[src/rtl/prf_pkg.sv]
// prf_pkg: shared types and constants for the prime range finder.
// No dependencies; used by prime_range_finder_top.
package prf_pkg;

    localparam int unsigned MAX_LIST   = 64;
    localparam int unsigned CAND_W     = 31;   // candidate width (positive int32)
    localparam int unsigned DIVISOR_W  = 16;   // trial divisors stay below 2^16
    localparam int unsigned SQ_W       = 32;   // d*d of the first divisor past sqrt
    localparam int unsigned BITCNT_W   = 5;
    localparam int unsigned LIMIT_W    = 7;
    localparam int unsigned INDEX_W    = 6;
    localparam logic [LIMIT_W-1:0] LIMIT_RESET = LIMIT_W'(MAX_LIST);

    typedef enum logic [2:0] {
        ST_IDLE,
        ST_TEST,
        ST_DIV,
        ST_CHECK,
        ST_FOUND,
        ST_NEXT,
        ST_FINISH
    } state_t;

    // which divisor the serial divider is working on
    typedef enum logic [1:0] {
        DK_THREE,
        DK_D,
        DK_D2
    } div_kind_t;

endpackage

[src/rtl/prime_range_finder_top.sv]
// prime_range_finder_top: lists the primes of a signed range by trial division.
// Depends on prf_pkg (types, widths, constants).
//
// Usage
//   s_axis: one item per request. tdata[31:0] = range_low, tdata[63:32] =
//     range_high, both two's complement, range inclusive.
//   m_axis: one item per prime found, ascending, up to the limit. tlast marks
//     the final item of a request, which also carries total_count. A request
//     with no prime to report gives one item with tuser (found) clear.
//   cfg_wr_en / cfg_wr_data: result_limit, written on any clock with the
//     enable high; values above 64 act as 64. Write only while idle.
// Timing
//   One request at a time; s_axis_tready is high only between requests.
//   Each candidate is tested with a bit-serial restoring divider, one quotient
//   bit per cycle: first by 3, then by 6k-1 / 6k+1 pairs, P = floor((sqrt(n)
//   + 1) / 6) pairs for a prime n > 3; a composite stops at its first divisor.
//   Even candidates skip the divider, and so do 2 and 3.
// Reset and stall
//   rst_n clears the sequencer and output valid and sets result_limit to 64.
//   One prime is held back until the next is found (so tlast can be set);
//   while the output register is full and m_axis_tready is low, the walk
//   stops at the next prime and waits.
module prime_range_finder_top (
    input  logic        clk,
    input  logic        rst_n,
    // config
    input  logic        cfg_wr_en,
    input  logic [6:0]  cfg_wr_data,   // result_limit
    // request stream
    input  logic        s_axis_tvalid,
    output logic        s_axis_tready,
    input  logic [63:0] s_axis_tdata,  // [31:0] range_low, [63:32] range_high
    // result stream
    output logic        m_axis_tvalid,
    input  logic        m_axis_tready,
    output logic [47:0] m_axis_tdata,  // [30:0] prime_value, [36:31] prime_index,
                                       // [43:37] total_count, [47:44] zero
    output logic        m_axis_tuser,  // [0] found
    output logic        m_axis_tlast   // last
);

    localparam int unsigned CW = prf_pkg::CAND_W;
    localparam int unsigned DW = prf_pkg::DIVISOR_W;
    localparam int unsigned SW = prf_pkg::SQ_W;
    localparam int unsigned LW = prf_pkg::LIMIT_W;
    localparam int unsigned IW = prf_pkg::INDEX_W;
    localparam int unsigned BW = prf_pkg::BITCNT_W;

    // ---------------------------------------------------------------- registers
    prf_pkg::state_t    state_reg, state_next;
    prf_pkg::div_kind_t kind_reg, kind_next;

    logic [LW-1:0] limit_reg;                 // configured limit
    logic [LW-1:0] eff_reg, eff_next;         // saturated limit of this request
    logic [LW-1:0] count_reg, count_next;     // primes found so far
    logic [CW-1:0] cand_reg, cand_next;
    logic [CW-1:0] hi_reg, hi_next;

    logic [CW-1:0] shift_reg, shift_next;     // dividend bits, MSB first
    logic [DW-1:0] rem_reg, rem_next;
    logic [BW-1:0] bit_reg, bit_next;
    logic [DW-1:0] divisor_reg, divisor_next;
    logic [DW-1:0] d_reg, d_next;             // 6k-1
    logic [SW-1:0] dsq_reg, dsq_next;         // d*d, kept incrementally

    logic          pend_valid_reg, pend_valid_next;
    logic [CW-1:0] pend_val_reg, pend_val_next;
    logic [IW-1:0] pend_idx_reg, pend_idx_next;

    logic          out_valid_reg, out_valid_next;
    logic [CW-1:0] out_val_reg, out_val_next;
    logic [IW-1:0] out_idx_reg, out_idx_next;
    logic [LW-1:0] out_total_reg, out_total_next;
    logic          out_found_reg, out_found_next;
    logic          out_last_reg, out_last_next;

    // ------------------------------------------------------------ helper logic
    logic          in_fire;
    logic          slot_free;
    logic [DW:0]   trial;
    logic [DW-1:0] rem_step;
    logic          div_done;
    logic          cand_small;
    logic [31:0]   lo_in, hi_in;
    logic [CW-1:0] lo_clamp;
    logic [LW-1:0] eff_in;
    logic          req_empty;
    logic [LW-1:0] count_inc;
    logic [SW-1:0] dsq_step;

    assign s_axis_tready = (state_reg == prf_pkg::ST_IDLE);
    assign in_fire       = s_axis_tvalid && s_axis_tready;
    assign slot_free     = !out_valid_reg || m_axis_tready;

    // one restoring-division step
    assign trial    = {rem_reg, shift_reg[CW-1]};
    assign rem_step = (trial >= {1'b0, divisor_reg}) ? DW'(trial - {1'b0, divisor_reg})
                                                     : trial[DW-1:0];
    assign div_done = (bit_reg == BW'(CW - 1));

    assign cand_small = (cand_reg <= CW'(3));
    assign count_inc  = count_reg + LW'(1);

    // (d+6)^2 = d^2 + 12d + 36
    assign dsq_step = dsq_reg + (SW'(d_reg) << 3) + (SW'(d_reg) << 2) + SW'(36);

    // request decode
    assign lo_in    = s_axis_tdata[31:0];
    assign hi_in    = s_axis_tdata[63:32];
    assign lo_clamp = ($signed(lo_in) < 32'sd2) ? CW'(2) : lo_in[CW-1:0];
    assign eff_in   = (limit_reg > LW'(prf_pkg::MAX_LIST)) ? LW'(prf_pkg::MAX_LIST)
                                                           : limit_reg;
    assign req_empty = ($signed(hi_in) < $signed({1'b0, lo_clamp})) || (eff_in == '0);

    // ---------------------------------------------------------------- next state
    always_comb
    begin
        state_next = state_reg;
        unique case (state_reg)
            prf_pkg::ST_IDLE:
            begin
                if (in_fire)
                    state_next = req_empty ? prf_pkg::ST_FINISH : prf_pkg::ST_TEST;
            end
            prf_pkg::ST_TEST:
            begin
                priority if (cand_small)
                    state_next = prf_pkg::ST_FOUND;
                else if (!cand_reg[0])
                    state_next = prf_pkg::ST_NEXT;
                else
                    state_next = prf_pkg::ST_DIV;
            end
            prf_pkg::ST_DIV:
            begin
                if (div_done)
                begin
                    priority if (rem_step == '0)
                        state_next = prf_pkg::ST_NEXT;
                    else if (kind_reg == prf_pkg::DK_D)
                        state_next = prf_pkg::ST_DIV;
                    else
                        state_next = prf_pkg::ST_CHECK;
                end
            end
            prf_pkg::ST_CHECK:
            begin
                state_next = (dsq_reg > SW'(cand_reg)) ? prf_pkg::ST_FOUND : prf_pkg::ST_DIV;
            end
            prf_pkg::ST_FOUND:
            begin
                if (slot_free)
                    state_next = (count_inc == eff_reg) ? prf_pkg::ST_FINISH
                                                        : prf_pkg::ST_NEXT;
            end
            prf_pkg::ST_NEXT:
            begin
                state_next = (cand_reg == hi_reg) ? prf_pkg::ST_FINISH : prf_pkg::ST_TEST;
            end
            prf_pkg::ST_FINISH:
            begin
                if (slot_free)
                    state_next = prf_pkg::ST_IDLE;
            end
            default:
            begin
                state_next = prf_pkg::ST_IDLE;
            end
        endcase
    end

    // ----------------------------------------------------------------- datapath
    always_comb
    begin
        kind_next       = kind_reg;
        eff_next        = eff_reg;
        count_next      = count_reg;
        cand_next       = cand_reg;
        hi_next         = hi_reg;
        shift_next      = shift_reg;
        rem_next        = rem_reg;
        bit_next        = bit_reg;
        divisor_next    = divisor_reg;
        d_next          = d_reg;
        dsq_next        = dsq_reg;
        pend_valid_next = pend_valid_reg;
        pend_val_next   = pend_val_reg;
        pend_idx_next   = pend_idx_reg;
        out_valid_next  = out_valid_reg && !m_axis_tready;
        out_val_next    = out_val_reg;
        out_idx_next    = out_idx_reg;
        out_total_next  = out_total_reg;
        out_found_next  = out_found_reg;
        out_last_next   = out_last_reg;

        unique case (state_reg)
            prf_pkg::ST_IDLE:
            begin
                if (in_fire)
                begin
                    cand_next       = lo_clamp;
                    hi_next         = hi_in[CW-1:0];
                    eff_next        = eff_in;
                    count_next      = '0;
                    pend_valid_next = 1'b0;
                end
            end
            prf_pkg::ST_TEST:
            begin
                // start the divide by 3
                shift_next   = cand_reg;
                rem_next     = '0;
                bit_next     = '0;
                divisor_next = DW'(3);
                kind_next    = prf_pkg::DK_THREE;
            end
            prf_pkg::ST_DIV:
            begin
                shift_next = {shift_reg[CW-2:0], 1'b0};
                rem_next   = rem_step;
                bit_next   = bit_reg + BW'(1);
                if (div_done && rem_step != '0)
                begin
                    unique case (kind_reg)
                        prf_pkg::DK_THREE:
                        begin
                            d_next   = DW'(5);
                            dsq_next = SW'(25);
                        end
                        prf_pkg::DK_D:
                        begin
                            // same candidate, divisor 6k+1
                            shift_next   = cand_reg;
                            rem_next     = '0;
                            bit_next     = '0;
                            divisor_next = d_reg + DW'(2);
                            kind_next    = prf_pkg::DK_D2;
                        end
                        prf_pkg::DK_D2:
                        begin
                            d_next   = d_reg + DW'(6);
                            dsq_next = dsq_step;
                        end
                        default:
                        begin
                            d_next = d_reg;
                        end
                    endcase
                end
            end
            prf_pkg::ST_CHECK:
            begin
                shift_next   = cand_reg;
                rem_next     = '0;
                bit_next     = '0;
                divisor_next = d_reg;
                kind_next    = prf_pkg::DK_D;
            end
            prf_pkg::ST_FOUND:
            begin
                if (slot_free)
                begin
                    if (pend_valid_reg)
                    begin
                        out_valid_next = 1'b1;
                        out_val_next   = pend_val_reg;
                        out_idx_next   = pend_idx_reg;
                        out_total_next = '0;
                        out_found_next = 1'b1;
                        out_last_next  = 1'b0;
                    end
                    pend_valid_next = 1'b1;
                    pend_val_next   = cand_reg;
                    pend_idx_next   = count_reg[IW-1:0];
                    count_next      = count_inc;
                end
            end
            prf_pkg::ST_NEXT:
            begin
                if (cand_reg != hi_reg)
                    cand_next = cand_reg + CW'(1);
            end
            prf_pkg::ST_FINISH:
            begin
                if (slot_free)
                begin
                    out_valid_next = 1'b1;
                    out_last_next  = 1'b1;
                    if (pend_valid_reg)
                    begin
                        out_val_next   = pend_val_reg;
                        out_idx_next   = pend_idx_reg;
                        out_total_next = count_reg;
                        out_found_next = 1'b1;
                    end
                    else
                    begin
                        out_val_next   = '0;
                        out_idx_next   = '0;
                        out_total_next = '0;
                        out_found_next = 1'b0;
                    end
                    pend_valid_next = 1'b0;
                end
            end
            default:
            begin
                pend_valid_next = 1'b0;
            end
        endcase
    end

    // ---------------------------------------------------------------- registers
    always_ff @(posedge clk or negedge rst_n)
    begin
        if (!rst_n)
        begin
            state_reg      <= prf_pkg::ST_IDLE;
            limit_reg      <= prf_pkg::LIMIT_RESET;
            pend_valid_reg <= 1'b0;
            out_valid_reg  <= 1'b0;
        end
        else
        begin
            state_reg      <= state_next;
            pend_valid_reg <= pend_valid_next;
            out_valid_reg  <= out_valid_next;
            if (cfg_wr_en)
                limit_reg <= cfg_wr_data;
        end
    end

    always_ff @(posedge clk)
    begin
        kind_reg      <= kind_next;
        eff_reg       <= eff_next;
        count_reg     <= count_next;
        cand_reg      <= cand_next;
        hi_reg        <= hi_next;
        shift_reg     <= shift_next;
        rem_reg       <= rem_next;
        bit_reg       <= bit_next;
        divisor_reg   <= divisor_next;
        d_reg         <= d_next;
        dsq_reg       <= dsq_next;
        pend_val_reg  <= pend_val_next;
        pend_idx_reg  <= pend_idx_next;
        out_val_reg   <= out_val_next;
        out_idx_reg   <= out_idx_next;
        out_total_reg <= out_total_next;
        out_found_reg <= out_found_next;
        out_last_reg  <= out_last_next;
    end

    // ------------------------------------------------------------------ outputs
    assign m_axis_tvalid = out_valid_reg;
    assign m_axis_tdata  = {4'b0000, out_total_reg, out_idx_reg, out_val_reg};
    assign m_axis_tuser  = out_found_reg;
    assign m_axis_tlast  = out_last_reg;

endmodule

[config.mk]
export PLATFORM = sky130hd
export DESIGN_NAME = prime_range_finder_top
export DESIGN_NICKNAME = d
export VERILOG_FILES = /design/src/rtl/prf_pkg.sv /design/src/rtl/prime_range_finder_top.sv
export SDC_FILE = /design/constraint.sdc
export NUM_CORES = 1
export LEC_CHECK = 0
export BUFFER_PORTS_ARGS = -buffer_cell sky130_fd_sc_hd__buf_2
export CAP_MARGIN = 20
export CORE_ASPECT_RATIO = 0.7
export CORE_UTILIZATION = 30
export CTS_CLUSTER_DIAMETER = 120
export DETAILED_ROUTE_END_ITERATION = 7
export PLACE_DENSITY_LB_ADDON = 0.15
export SETUP_SLACK_MARGIN = 0.3
export SYNTH_ARGS = -nofsm -noshare
export SYNTH_HDL_FRONTEND = slang
export SYNTH_SLANG_ARGS = --single-unit
[constraint.sdc]
create_clock -name clk -period 10.95 [get_ports clk]
set_input_delay 1.095 -clock clk [delete_from_list [all_inputs] [get_ports clk]]
set_output_delay 1.095 -clock clk [all_outputs]
set_load 0.01 [all_outputs]
Word level (Yosys, flattened, before mapping) --
Cells that the tools add are included.
Word-level totals: register bits after elaboration 289, input bits 76, output and inout bits 52, logic and storage cells 157
Cells by class: $add $sub $neg 9, order comparisons 6, equality and inequality tests 20, mux-type cells 70, bitwise logic cells 1, reductions and logical operators 29
Operator list (number):
- 2-to-1 mux 31 bit | 9
- case mux 31 bit (2 select lines) | 3
- 2-to-1 mux 16 bit | 5
- case mux 16 bit (2 select lines) | 2
- case mux 32 bit (2 select lines) | 1
- 2-to-1 mux 7 bit | 7
- case mux 16 bit (3 select lines) | 1
- adder 32 x 18 -> 32 bit | 1
- adder 32 x 19 -> 32 bit | 1
- adder 32 x 6 -> 32 bit (second input constant) | 1
- > comparator 32 x 31 -> 1 bit | 1
- less-than comparator 32 x 3 -> 1 bit (second input constant) | 1
- less-than comparator 32 bit | 1
- adder 31 x 1 -> 31 bit (second input constant) | 1
- == test 31 bit | 1
- <= comparator 31 x 2 -> 1 bit (second input constant) | 1
- inequality test 31 bit | 1
- 2-to-1 mux 3 bit | 10
- case mux 7 bit (2 select lines) | 2
- 2-to-1 mux 6 bit | 4
- case mux 3 bit (7 select lines) | 1
- >= comparator 17 x 16 -> 1 bit | 1
- adder 16 x 2 -> 16 bit (second input constant) | 1
- adder 16 x 3 -> 16 bit (second input constant) | 1
- other kinds (37) | 77

Longest topological paths before layout --
Gate-level depths: netlist of the first run.
depth after elaboration 7, mapped depth 15

Least setup slack after synthesis of the first run --
No wires, ideal clock.
path kind register to register, start reg rem_reg[9], end reg d_reg[10], enable pin, arrival 5.469 ns, slack 4.980 ns, stages on the path, launching flop included 11, buffers on the path 0, clock period less this slack 5.970 ns, cell sequence edfxtp_1 ha_1 a21o_1 a21o_1 or3_4 o21ai_2 o21ai_0 nor2_1 nor4_4 o21a_1 nor3_1
On the way: cells in the longest elaborated chain, start to end 5
RTL lines:
- start, declared | line prime_range_finder_top.sv:60 | logic [DW-1:0] rem_reg, rem_next;
- start signal, assigned | line prime_range_finder_top.sv:341 | rem_reg <= rem_next;
- subtractor 16 bit or >= comparator 17 x 16 -> 1 bit (tied branches) | line prime_range_finder_top.sv:97 | assign rem_step = (trial >= {1'b0, divisor_reg}) ? DW'(trial - {1'b0, divisor_reg})
- 2-to-1 mux 16 bit * | line prime_range_finder_top.sv:97
- nonzero test 16 bit * | line prime_range_finder_top.sv:222 | if (div_done && rem_step != '0)
- logical AND 1 bit * | line prime_range_finder_top.sv:222
- AND reduction 3 bit (no line) *
- end signal, assigned | line prime_range_finder_top.sv:344 | d_reg <= d_next;
- end, declared | line prime_range_finder_top.sv:63 | logic [DW-1:0] d_reg, d_next;
Mark *: on every way between the ends. The rest lies on a longest branch, timed or not. A chain may end at the register's enable or synchronous reset.

Worst setup path in the final report of the first run --
start reg rem_reg[10], end reg shift_reg[30] (data pin)
On the way: cells in the longest elaborated chain, start to end 6
RTL lines:
- subtractor 16 bit or >= comparator 17 x 16 -> 1 bit (tied branches) | line prime_range_finder_top.sv:97
- 2-to-1 mux 16 bit * | line prime_range_finder_top.sv:97
- nonzero test 16 bit * | line prime_range_finder_top.sv:222
- logical AND 1 bit * | line prime_range_finder_top.sv:222
- 2-to-1 mux 31 bit * | line prime_range_finder_top.sv:222
- case mux 31 bit (2 select lines) * | line prime_range_finder_top.sv:196 | unique case (state_reg)
- named net shift_next[30] | line prime_range_finder_top.sv:59 | logic [CW-1:0] shift_reg, shift_next;
- end signal, assigned | line prime_range_finder_top.sv:340 | shift_reg <= shift_next;
- end, declared | line prime_range_finder_top.sv:59
The timed path passes the listed nets; every way through them passes the cells marked *.

==> flow_results.org, run 1 <==
** Status
- The flow ran to the end, and the final reports show no timing, DRC or antenna violations.

** STA
- Setup slack closes at 6490 ps.
- Slew at the pin with the worst max-slew slack :: 1040 ps
- In this run the tightest slew margin relative to its limit is 0.305.
- Final max-slew violation count :: 0
- Maximum frequency from static timing analysis :: 0.224 GHz
- Setup violations, final :: 0
- Fin Clk Skew :: 19.1 ps
- Unrepaired setup endpoints after global routing :: no
- After routing, the total negative slack on setup checks comes to 0 ps.
- Fraction of the cycle the final worst path needs :: 0.407
- The worst path needs 4460 ps of the cycle, external delays included.
- Number of hold violations in the final report :: 0
- Final hold analysis gives a worst-case slack of 411 ps.

** Synthesis
- Library cell occupying the most area in the post-synthesis netlist :: edfxtp_1
- Post-Syn Area per Cell :: 11.4 um^2
- Cells after Synth :: 1445
- In the synthesized netlist the async set-or-reset flop fraction comes to 0.0421.
- Flop and latch count out of synthesis :: 285
- The share of synthesized area in the top cell type comes to 0.497.
- Count of flip-flops with a built-in enable after synthesis :: 273
- Distinct cell type count after synthesis :: 67
- Post-synthesis sequential area ratio :: 0.515
- Dominant cells by area after synthesis :: edfxtp_1 50%, ha_1 9.8%, xnor2_1 4.1%
- Cell area after synthesis :: 16500 um^2
- Synth Flop Type :: edfxtp_1
- During synthesis, Yosys emitted a total of 0 warnings.

** Worst setup path
- Startpoint of the worst register-to-register path :: rem_reg[10]$_SDFFCE_PP0P_
- Count of cells along the worst register-to-register path :: 10
- Crit Path Class :: reg2reg
- R2R Setup Slk :: 6490 ps
- STA classifies the critical path endpoint as a flop.
- Crit start category :: flop
- At the worst endpoint, the arrival time is 4790 ps.
- Of all nets on the critical path, the largest fanout is 52.
- The endpoint identified for the worst register-to-register timing path is shift_reg[30]$_DFFE_PP_.
- Required time at the endpoint of the critical path :: 11280 ps

** Placed design
- Area after DPL :: 18000 um^2
- Detailed placement ended at an HPWL of 35200 um.
- The count of buffers added on input and output ports is 123.
- Placer congestion estimate :: 0.857
- Setup WS pre-CTS :: 6350 ps

** Global routing
- Entering global routing, the biggest net connects 53 pins.
- Across every metal layer, demand over resource in global routing totals 0.171.
- For met1 alone, demand over resource in global routing was 0.274.
- Global routing met2 resource utilization :: 0.223
- Number of global-route vias before repair :: 11303
- The layer flagged by global routing as most heavily used is met1.
- The first global-routing pass estimated 71800 um of wire.
- GRT met3 Usage :: 0.0473
- After global routing the overflow that remains totals 0.
- Number of antenna violations at the first check in global routing :: 5

** Clock network
- Clk slew on worst S/H paths :: 70 ps
- TritonCTS clock tree :: yes
- Skew-Pair Late Insertion Delay :: 580 ps
- Buffers added to address setup during post-CTS repair amount to 0.
- The number of clock buffers added by TritonCTS is 30.
- CTS built an H-tree with a depth of 1.
- The clock passes through at most 3 buffers.
- Counting every sink on the clock net gives 285.
- Gates resized during post-CTS repair numbered 0.
- Clock tree synthesis selected as its root buffer the cell clkbuf_16.
- Hold buffer count at cts :: 0

** Routing
- In the final routed layout, each cell accounts on average for 20.5 um.
- Initial DRT Pass Iterations :: 5
- After detailed routing, the number of remaining DRC violations is 0.
- Antenna violation net count after detailed routing :: 0
- Overall via count from detail_route :: 11582
- Wire length reported by the detailed router :: 47600 um
- Initial drt markers :: 1083
- Vias per Instance :: 4.99

** Layout
- In the final layout, the share of cells above drive strength 1 is 0.154.
- The repair_antennas step left the layout with diodes totalling 0.
- Area growth from synthesis to final layout :: 14.6%
- Nets@finish :: 1786
- In the final layout, the multi-input gates occupy 7540 um^2.
- Final Cell Area :: 18900 um^2
- Fill cells in the final layout number 5443.
- In the final layout, flip-flops and latches occupy 8500 um^2.

** Floorplan
- The floorplan step defined a die boundary enclosing 56000 um^2.
- Pin placement for this block handled 128 I/O pins.
- The die is 282 um wide.
- The floorplan has 71 rows.
- Height of the die :: 198 um
- Placeable core region :: 54000 um^2
- The initial utilization of the core area, before any placement, comes to 0.306.

** Flow run
- The tool flagged a number of max-cap violations equal to 0.

** Pwr
- Leakage power :: 7.05 nW
- In this run the power density over the cells is 235 nW/um^2.
- Max IR drop VDD :: 0.000122 V
- After layout, the design draws a total of 4.45 mW.

** Min path
- The worst hold path belongs to the class in2async.
critical path, stage by stage (launching register included):
cell and delay (ps):
edfxtp_1 420, ha_1 480, nand3_1 170, or3_1 390, o31ai_1 430, or3_1 570
nor2_1 160, or3_1 390, o21ai_4 130, buf_4 640, mux2_2 410
layer usage:
metal | vias to the layer above | routed length, um
met5 | - | 13
met4 | 2 | 646
met3 | 41 | 3840
met2 | 352 | 18300
met1 | 5662 | 24800
li1 | 5525 | -
worst max-delay path by stage:
| stage | start | to | slack, ps | cells after the start |
|---|---|---|---|---|
| finish | rem_reg[10]$_SDFFCE_PP0P_ | shift_reg[30]$_DFFE_PP_ | 6490 | 10 |
| global route | rem_reg[10]$_SDFFCE_PP0P_ | shift_reg[30]$_DFFE_PP_ | 6160 | 10 |
| CTS | rem_reg[10]$_SDFFCE_PP0P_ | shift_reg[30]$_DFFE_PP_ | 6500 | 10 |
| detailed placement | s_axis_tdata[6] | state_reg[2]$_DFFE_PN0P_ | 6350 | 16 |
| global placement | s_axis_tdata[6] | state_reg[2]$_DFFE_PN0P_ | 6370 | 16 |
| floorplan | rem_reg[9]$_SDFFCE_PP0P_ | d_reg[10]$_SDFFCE_PP0P_ | 4980 | 10 |
metrics by stage:
step,util,cells
2_1_floorplan,-,1448
3_3_place_gp,0.332,2261
3_5_place_dp,0.332,2261
4_1_cts,0.350,2317
5_1_grt,0.350,2319
6_report,0.350,2319
cells in the mapped netlist (all sizes together), types with 9 or more instances:
cell    instances
xnor2          77
nor2           97
o21ai          89
buf            12
fa             16
or3            27
inv            76
clkbuf         41
nor2b          60
nand3          38
dfrtp          11
nor4           32
a211oi         16
nand2b         17
edfxtp        273
a21o           13
mux2           37
or2            11
ha            129
nor3           20
and3            9
nand2         109
a21oi          68
xor2           37
nand4          37
and2           10
layout make-up:
class | instances | share of cell area
well taps | 730 | 0.0483
clock buffers | 40 | 0.0417
flip-flops and latches | 285 | 0.449
clock inverters | 16 | 0.00807
inverters | 76 | 0.0151
multi-input cells | 1034 | 0.399
repair buffers | 138 | 0.0390
power breakdown:
part | switching, mW | internal, mW | total, mW
Clock | 0.448 | 0.555 | 1.00
Combinational | 0.903 | 0.604 | 1.51
Sequential | 0.292 | 1.65 | 1.94
Total | 1.64 | 2.80 | 4.45
logic make-up (layout without fill, tap and decap cells):
family / count (synthesis) / after routing / synth area share
other: 2 / 5 / 0.000455
adder cells (fa/ha/maj): 145 / 145 / 0.117
buffers and inverters: 129 / 270 / 0.0323
AO/OA/AOI/OAI: 247 / 247 / 0.0909
multiplexers: 39 / 39 / 0.0326
flip-flops: 285 / 285 / 0.515
XOR/XNOR: 114 / 114 / 0.0605
AND/OR/NAND/NOR: 484 / 484 / 0.151
layout by cell type (no fill, tap or decap), types with 16 or more instances in the layout:
cell type	synthesis	routed
a211oi_1	16	16
a21oi_1	68	67
buf_2	3	124
clkbuf_16	0	30
edfxtp_1	273	273
fa_1	16	16
ha_1	129	129
inv_1	76	76
mux2_4	27	27
nand2_1	109	109
nand2b_1	17	17
nand3_1	38	38
nand4_1	37	37
nor2_1	97	92
nor2b_1	60	60
nor3_1	20	19
nor4_1	31	31
o21ai_0	87	87
or3_1	26	26
xnor2_1	77	77
xor2_1	37	37
Note: power is estimated with default switching activity, not from simulation.
==> inputs of run 2 (changes only) <==
ABC_AREA = 1   (was not set)
clock period = 4.4 ns   (was 10.95 ns; I/O delays follow)
==> run 2 against run 1 <==
- wire length decreased by 1.9%
- final cell count increased by 15%
- setup slack got worse by 5800 ps
- sequential power increased to 2.6 times the previous value
- via count increased by 8.7%
- largest cell class unchanged
- largest power group unchanged
==> flow_results.org, run 2 <==
** Synthesis
- The library cell with the largest summed area after synthesis was edfxtp_1 (unchanged).
- The top flip-flop cell by instance count after synthesis is edfxtp_1 (unchanged).
- The fraction of synthesized cell area taken by the top area cell type was 0.487 (was 0.497).
- Synthesis warning total :: 0 (unchanged)
- The most common cell in the synthesized netlist is nand2_1 (was edfxtp_1).
- The number of enable-type register cells in the synthesized netlist came to 273 (unchanged).
- The cell count after synthesis is 1776 (was 1445).
- Post-Syn Area per Cell :: 9.47 um^2 (was 11.4 um^2)
- Proportion of synthesized flip-flops having asynchronous set or reset :: 0.0421 (unchanged)
- Dominant cells by area after synthesis: edfxtp_1 49%, ha_1 9.6%, nand2_1 7.4% (was edfxtp_1 50%, ha_1 9.8%, xnor2_1 4.1%).
- The post-synthesis instance area is 16800 um^2 (was 16500 um^2).
- The number of storage elements in the synthesis netlist was 285 (unchanged).
- Commonest cells in the netlist :: 333 x nand2_1, 273 x edfxtp_1, 246 x inv_1 (was 273 x edfxtp_1, 129 x ha_1, 109 x nand2_1)
- Post-synthesis sequential area ratio :: 0.505 (was 0.515)
- Distinct cell type count after synthesis :: 58 (was 67)

** Status
- Status :: completed (unchanged)

** Global routing
- Number of global-route vias before repair :: 12110 (was 11303)
- Number of antenna violations at the first check in global routing :: 0 (was 5)
- Met1 global-route usage :: 0.266 (was 0.274)
- The met3 capacity usage during global routing was 0.0253 (was 0.0473).
- The fraction of met2 tracks used by global routing was 0.220 (was 0.223).
- The most heavily used metal layer in global routing is met1 (unchanged).
- The maximum number of pins on one net before global-route repair was 49 (was 53).
- The wire length of the first global-routing pass is 72100 um (was 71800 um).
- The global router's overall resource usage is 0.162 (was 0.171).
- Overall overflow remaining after global route :: 0 (unchanged)

** Worst setup path
- The gate family responsible for the most delay along the worst path is adder cells (was simple AND/OR/NAND/NOR gates).
- Cell-by-cell listing of the critical path: fa_1 -> fa_1 -> ha_1 -> a21oi_1 -> o21ai_0 -> nand2_1 -> o211ai_1 -> nor2_1 -> o21ai_1 -> a21oi_1 -> o21ai_1 -> buf_4 -> nand2_1 -> inv_1 -> nand3_1 -> o21ai_0 -> a21oi_1 (was ha_1 -> nand3_1 -> or3_1 -> o31ai_1 -> or3_1 -> nor2_1 -> or3_1 -> o21ai_4 -> buf_4 -> mux2_2).
- The biggest cell delay along the critical path is 520 ps (was 640 ps).
- The register-to-register path setup slack was 670 ps (was 6490 ps).
- The required time of the critical path is 4740 ps (was 11280 ps).
- Stages on worst setup path :: 17 (was 10)
- The category of the worst setup path capture point is a flop (unchanged).
- The type of the worst setup path is reg2reg (unchanged).
- The number of buffer and inverter stages on the critical path came to 2 (was 1).
- The arrival time at the worst endpoint came to 4070 ps (was 4790 ps).
- Highest net fanout along the worst path :: 8 (was 52)
- The library cell contributing the largest single delay on the critical path was edfxtp_1 (was buf_4).
- The cell with the most instances on the worst path is a21oi_1 (was or3_1).
- Count of cells along the worst register-to-register path :: 17 (was 10)
- Crit start category :: flop (unchanged)

** STA
- The time the worst path needs with I/O delays and setup is 3730 ps (was 4460 ps).
- The worst clock skew is 19.0 ps (was 19.1 ps).
- Setup violations, final :: 0 (unchanged)
- Number of hold violations in the final report :: 0 (unchanged)
- Remaining max-slew budget at the tightest pin :: 0.299 (was 0.305)
- The aggregate negative setup slack is 0 ps (unchanged).
- Final max-slew violation count :: 0 (unchanged)
- The part of the cycle the worst path needs is 0.849 (was 0.407).
- Unrepaired setup endpoints after global routing :: no (unchanged)
- The worst-margin pin slew came to 1050 ps (was 1040 ps).
- The fmax was 0.268 GHz (was 0.224 GHz).

** Floorplan
- Initial core utilization :: 0.304 (was 0.306)
- The number of top-level pins was 128 (unchanged).
- Height of the die :: 200 um (was 198 um)
- The row count came to 72 (was 71).
- Placeable core region :: 55300 um^2 (was 54000 um^2)
- Chip Width :: 285 um (was 282 um)
- The floorplan die area is 57000 um^2 (was 56000 um^2).

** Layout
- The most common cell after layout, fill and taps aside is nand2_1 (was edfxtp_1).
- The area added between synthesis and finish was 15.1% (was 14.6%).
- Number of fill cells :: 5701 (was 5443)
- The share of final-layout standard cells stronger than drive strength 1 was 0.119 (was 0.154).
- The layout net count is 2131 (was 1786).
- The number of diodes was 0 (unchanged).
- Most used cells in the layout excluding fill and tap cells :: 333 x nand2_1, 273 x edfxtp_1, 245 x inv_1 (was 273 x edfxtp_1, 129 x ha_1, 124 x buf_2)

** Clock network
- H-tree Lvls :: 1 (unchanged)
- The library cell used as clock root buffer was clkbuf_16 (unchanged).
- The number of buffers on the longest clock path was 3 (unchanged).
- Skew-Pair Late Insertion Delay :: 600 ps (was 580 ps)
- The clock-pin slew on the worst setup and hold paths came to 60 ps (was 70 ps).
- CTS Buf Count :: 31 (was 30)
- The clock net sink count came to 285 (unchanged).
- The CTS tree was yes (unchanged).

** Routing
- Initial DRT Pass Iterations :: 5 (unchanged)
- The number of design-rule violations left by the first detailed-router iteration was 926 (was 1083).
- The final antenna-violating net count was 0 (unchanged).
- Wire length reported by the detailed router :: 46700 um (was 47600 um)
- The routed length per instance was 17.5 um (was 20.5 um).
- Vias per Instance :: 4.71 (was 4.99)
- Number of design rule violations left after detail routing :: 0 (unchanged)
- Overall via count from detail_route :: 12591 (was 11582)

** Pwr
- The internal power consumption came to 7.37 mW (was 2.80 mW).
- Proportion of power drawn by the clock network :: 0.212 (was 0.226)
- Share of total power in sequential cells :: 0.408 (was 0.436)
- The combinational fraction of design power is 0.380 (was 0.339).
- Power dissipated by switching net loads :: 5.07 mW (was 1.64 mW)
- Max IR drop VDD :: 0.000418 V (was 0.000122 V)
- Power density over the cells :: 643 nW/um^2 (was 235 nW/um^2)
- The overall power of the completed layout is 12.4 mW (was 4.45 mW).
- The net switching fraction of the power is 0.408 (was 0.369).
- Leakage power :: 8.18 nW (was 7.05 nW)

** Min path
- Hold Crit Class :: in2reg (was in2async)
- Counting instances, the worst hold path has a depth of 3.

** Placed design
- The placed wire-length estimate after detailed placement was 35300 um (was 35200 um).
- Placer congestion estimate :: 0.849 (was 0.857)
- The number of input and output port buffers inserted came to 123 (unchanged).

** Flow run
- The number of maximum-capacitance violations is 0 (unchanged).
run 2: metrics by stage:
stage | hold slack, ps | setup WS [ps] | util | instance area, um^2 | std cells
2_1_floorplan | 144 | 616 | - | 16800 | 1779
3_3_place_gp | 347 | 590 | 0.331 | 18300 | 2613
3_5_place_dp | 348 | 579 | 0.332 | 18300 | 2614
4_1_cts | 11.9 | 581 | 0.350 | 19300 | 2672
5_1_grt | 25.1 | 328 | 0.350 | 19400 | 2674
6_report | 43.9 | 667 | 0.350 | 19400 | 2674
run 2: cell type report:
class	count	area, um^2	area share
multi-input cells	1196	7190	0.371
clock inverters	20	191	0.00989
inverters	251	942	0.0487
flip-flops and latches	285	8500	0.439
repair buffers	145	808	0.0418
well taps	740	926	0.0478
clock buffers	37	798	0.0412
run 2: path summary, 6_finish.rpt:
path	from	end
min in group asynchronous	rst_n	limit_reg[5]$_DFFE_PN0P_
worst max register to register	d_reg[1]$_SDFFCE_PP0P_	dsq_reg[25]$_SDFFCE_PP0P_
max in group asynchronous	rst_n	limit_reg[6]$_DFFE_PN1P_
worst max-delay path	d_reg[1]$_SDFFCE_PP0P_	dsq_reg[25]$_SDFFCE_PP0P_
worst min-delay path	cfg_wr_data[5]	limit_reg[5]$_DFFE_PN0P_
worst min register to register	count_reg[5]$_SDFFCE_PN0P_	pend_idx_reg[5]$_DFFE_PP_
run 2: power by group through the flow:
stage / sequential (mW) / clock (mW) / combinational, mW
final: 5.08 / 2.63 / 4.73
after global routing: 5.16 / 2.79 / 5.37
after CTS: 5.07 / 2.70 / 4.76
after detailed placement: 5.12 / 0 / 4.74
after global placement: 5.11 / 0 / 4.71
after floorplan: 4.78 / 0 / 3.47
run 2: logic make-up (layout without fill, tap and decap cells):
group / count (synthesis) / count (layout) / synth area share
adders and majority gates: 145 / 145 / 0.115
buffers and inverters: 298 / 453 / 0.0712
and+or+nand+nor: 695 / 695 / 0.177
DFF: 285 / 285 / 0.505
AOI/OAI and AO/OA: 271 / 271 / 0.0892
xor gates and xnor gates: 80 / 80 / 0.0416
other: 2 / 5 / 0.000446
run 2: worst reg2reg max path, cell delays in order (launching register included):
cell and delay, ps:
edfxtp_1 520, fa_1 470, fa_1 380, ha_1 410
a21oi_1 120, o21ai_0 240, nand2_1 80, o211ai_1 90
nor2_1 90, o21ai_1 200, a21oi_1 130, o21ai_1 180
buf_4 160, nand2_1 50, inv_1 80, nand3_1 80
o21ai_0 150, a21oi_1 50
run 2: timing repair:
item                                    4_1_cts  5_1_grt
endpoints found under the setup margin        0        2
gates resized for setup                       0        2
buffers inserted                              0        2
hold buffers                                  1        0
endpoints found under the hold margin        12        0
run 2: per-layer routing:
metal,wire (um),up-vias
li1,-,6273
met1,25100,5931
met2,18200,340
met3,2690,47
met4,736,0
met5,0,-
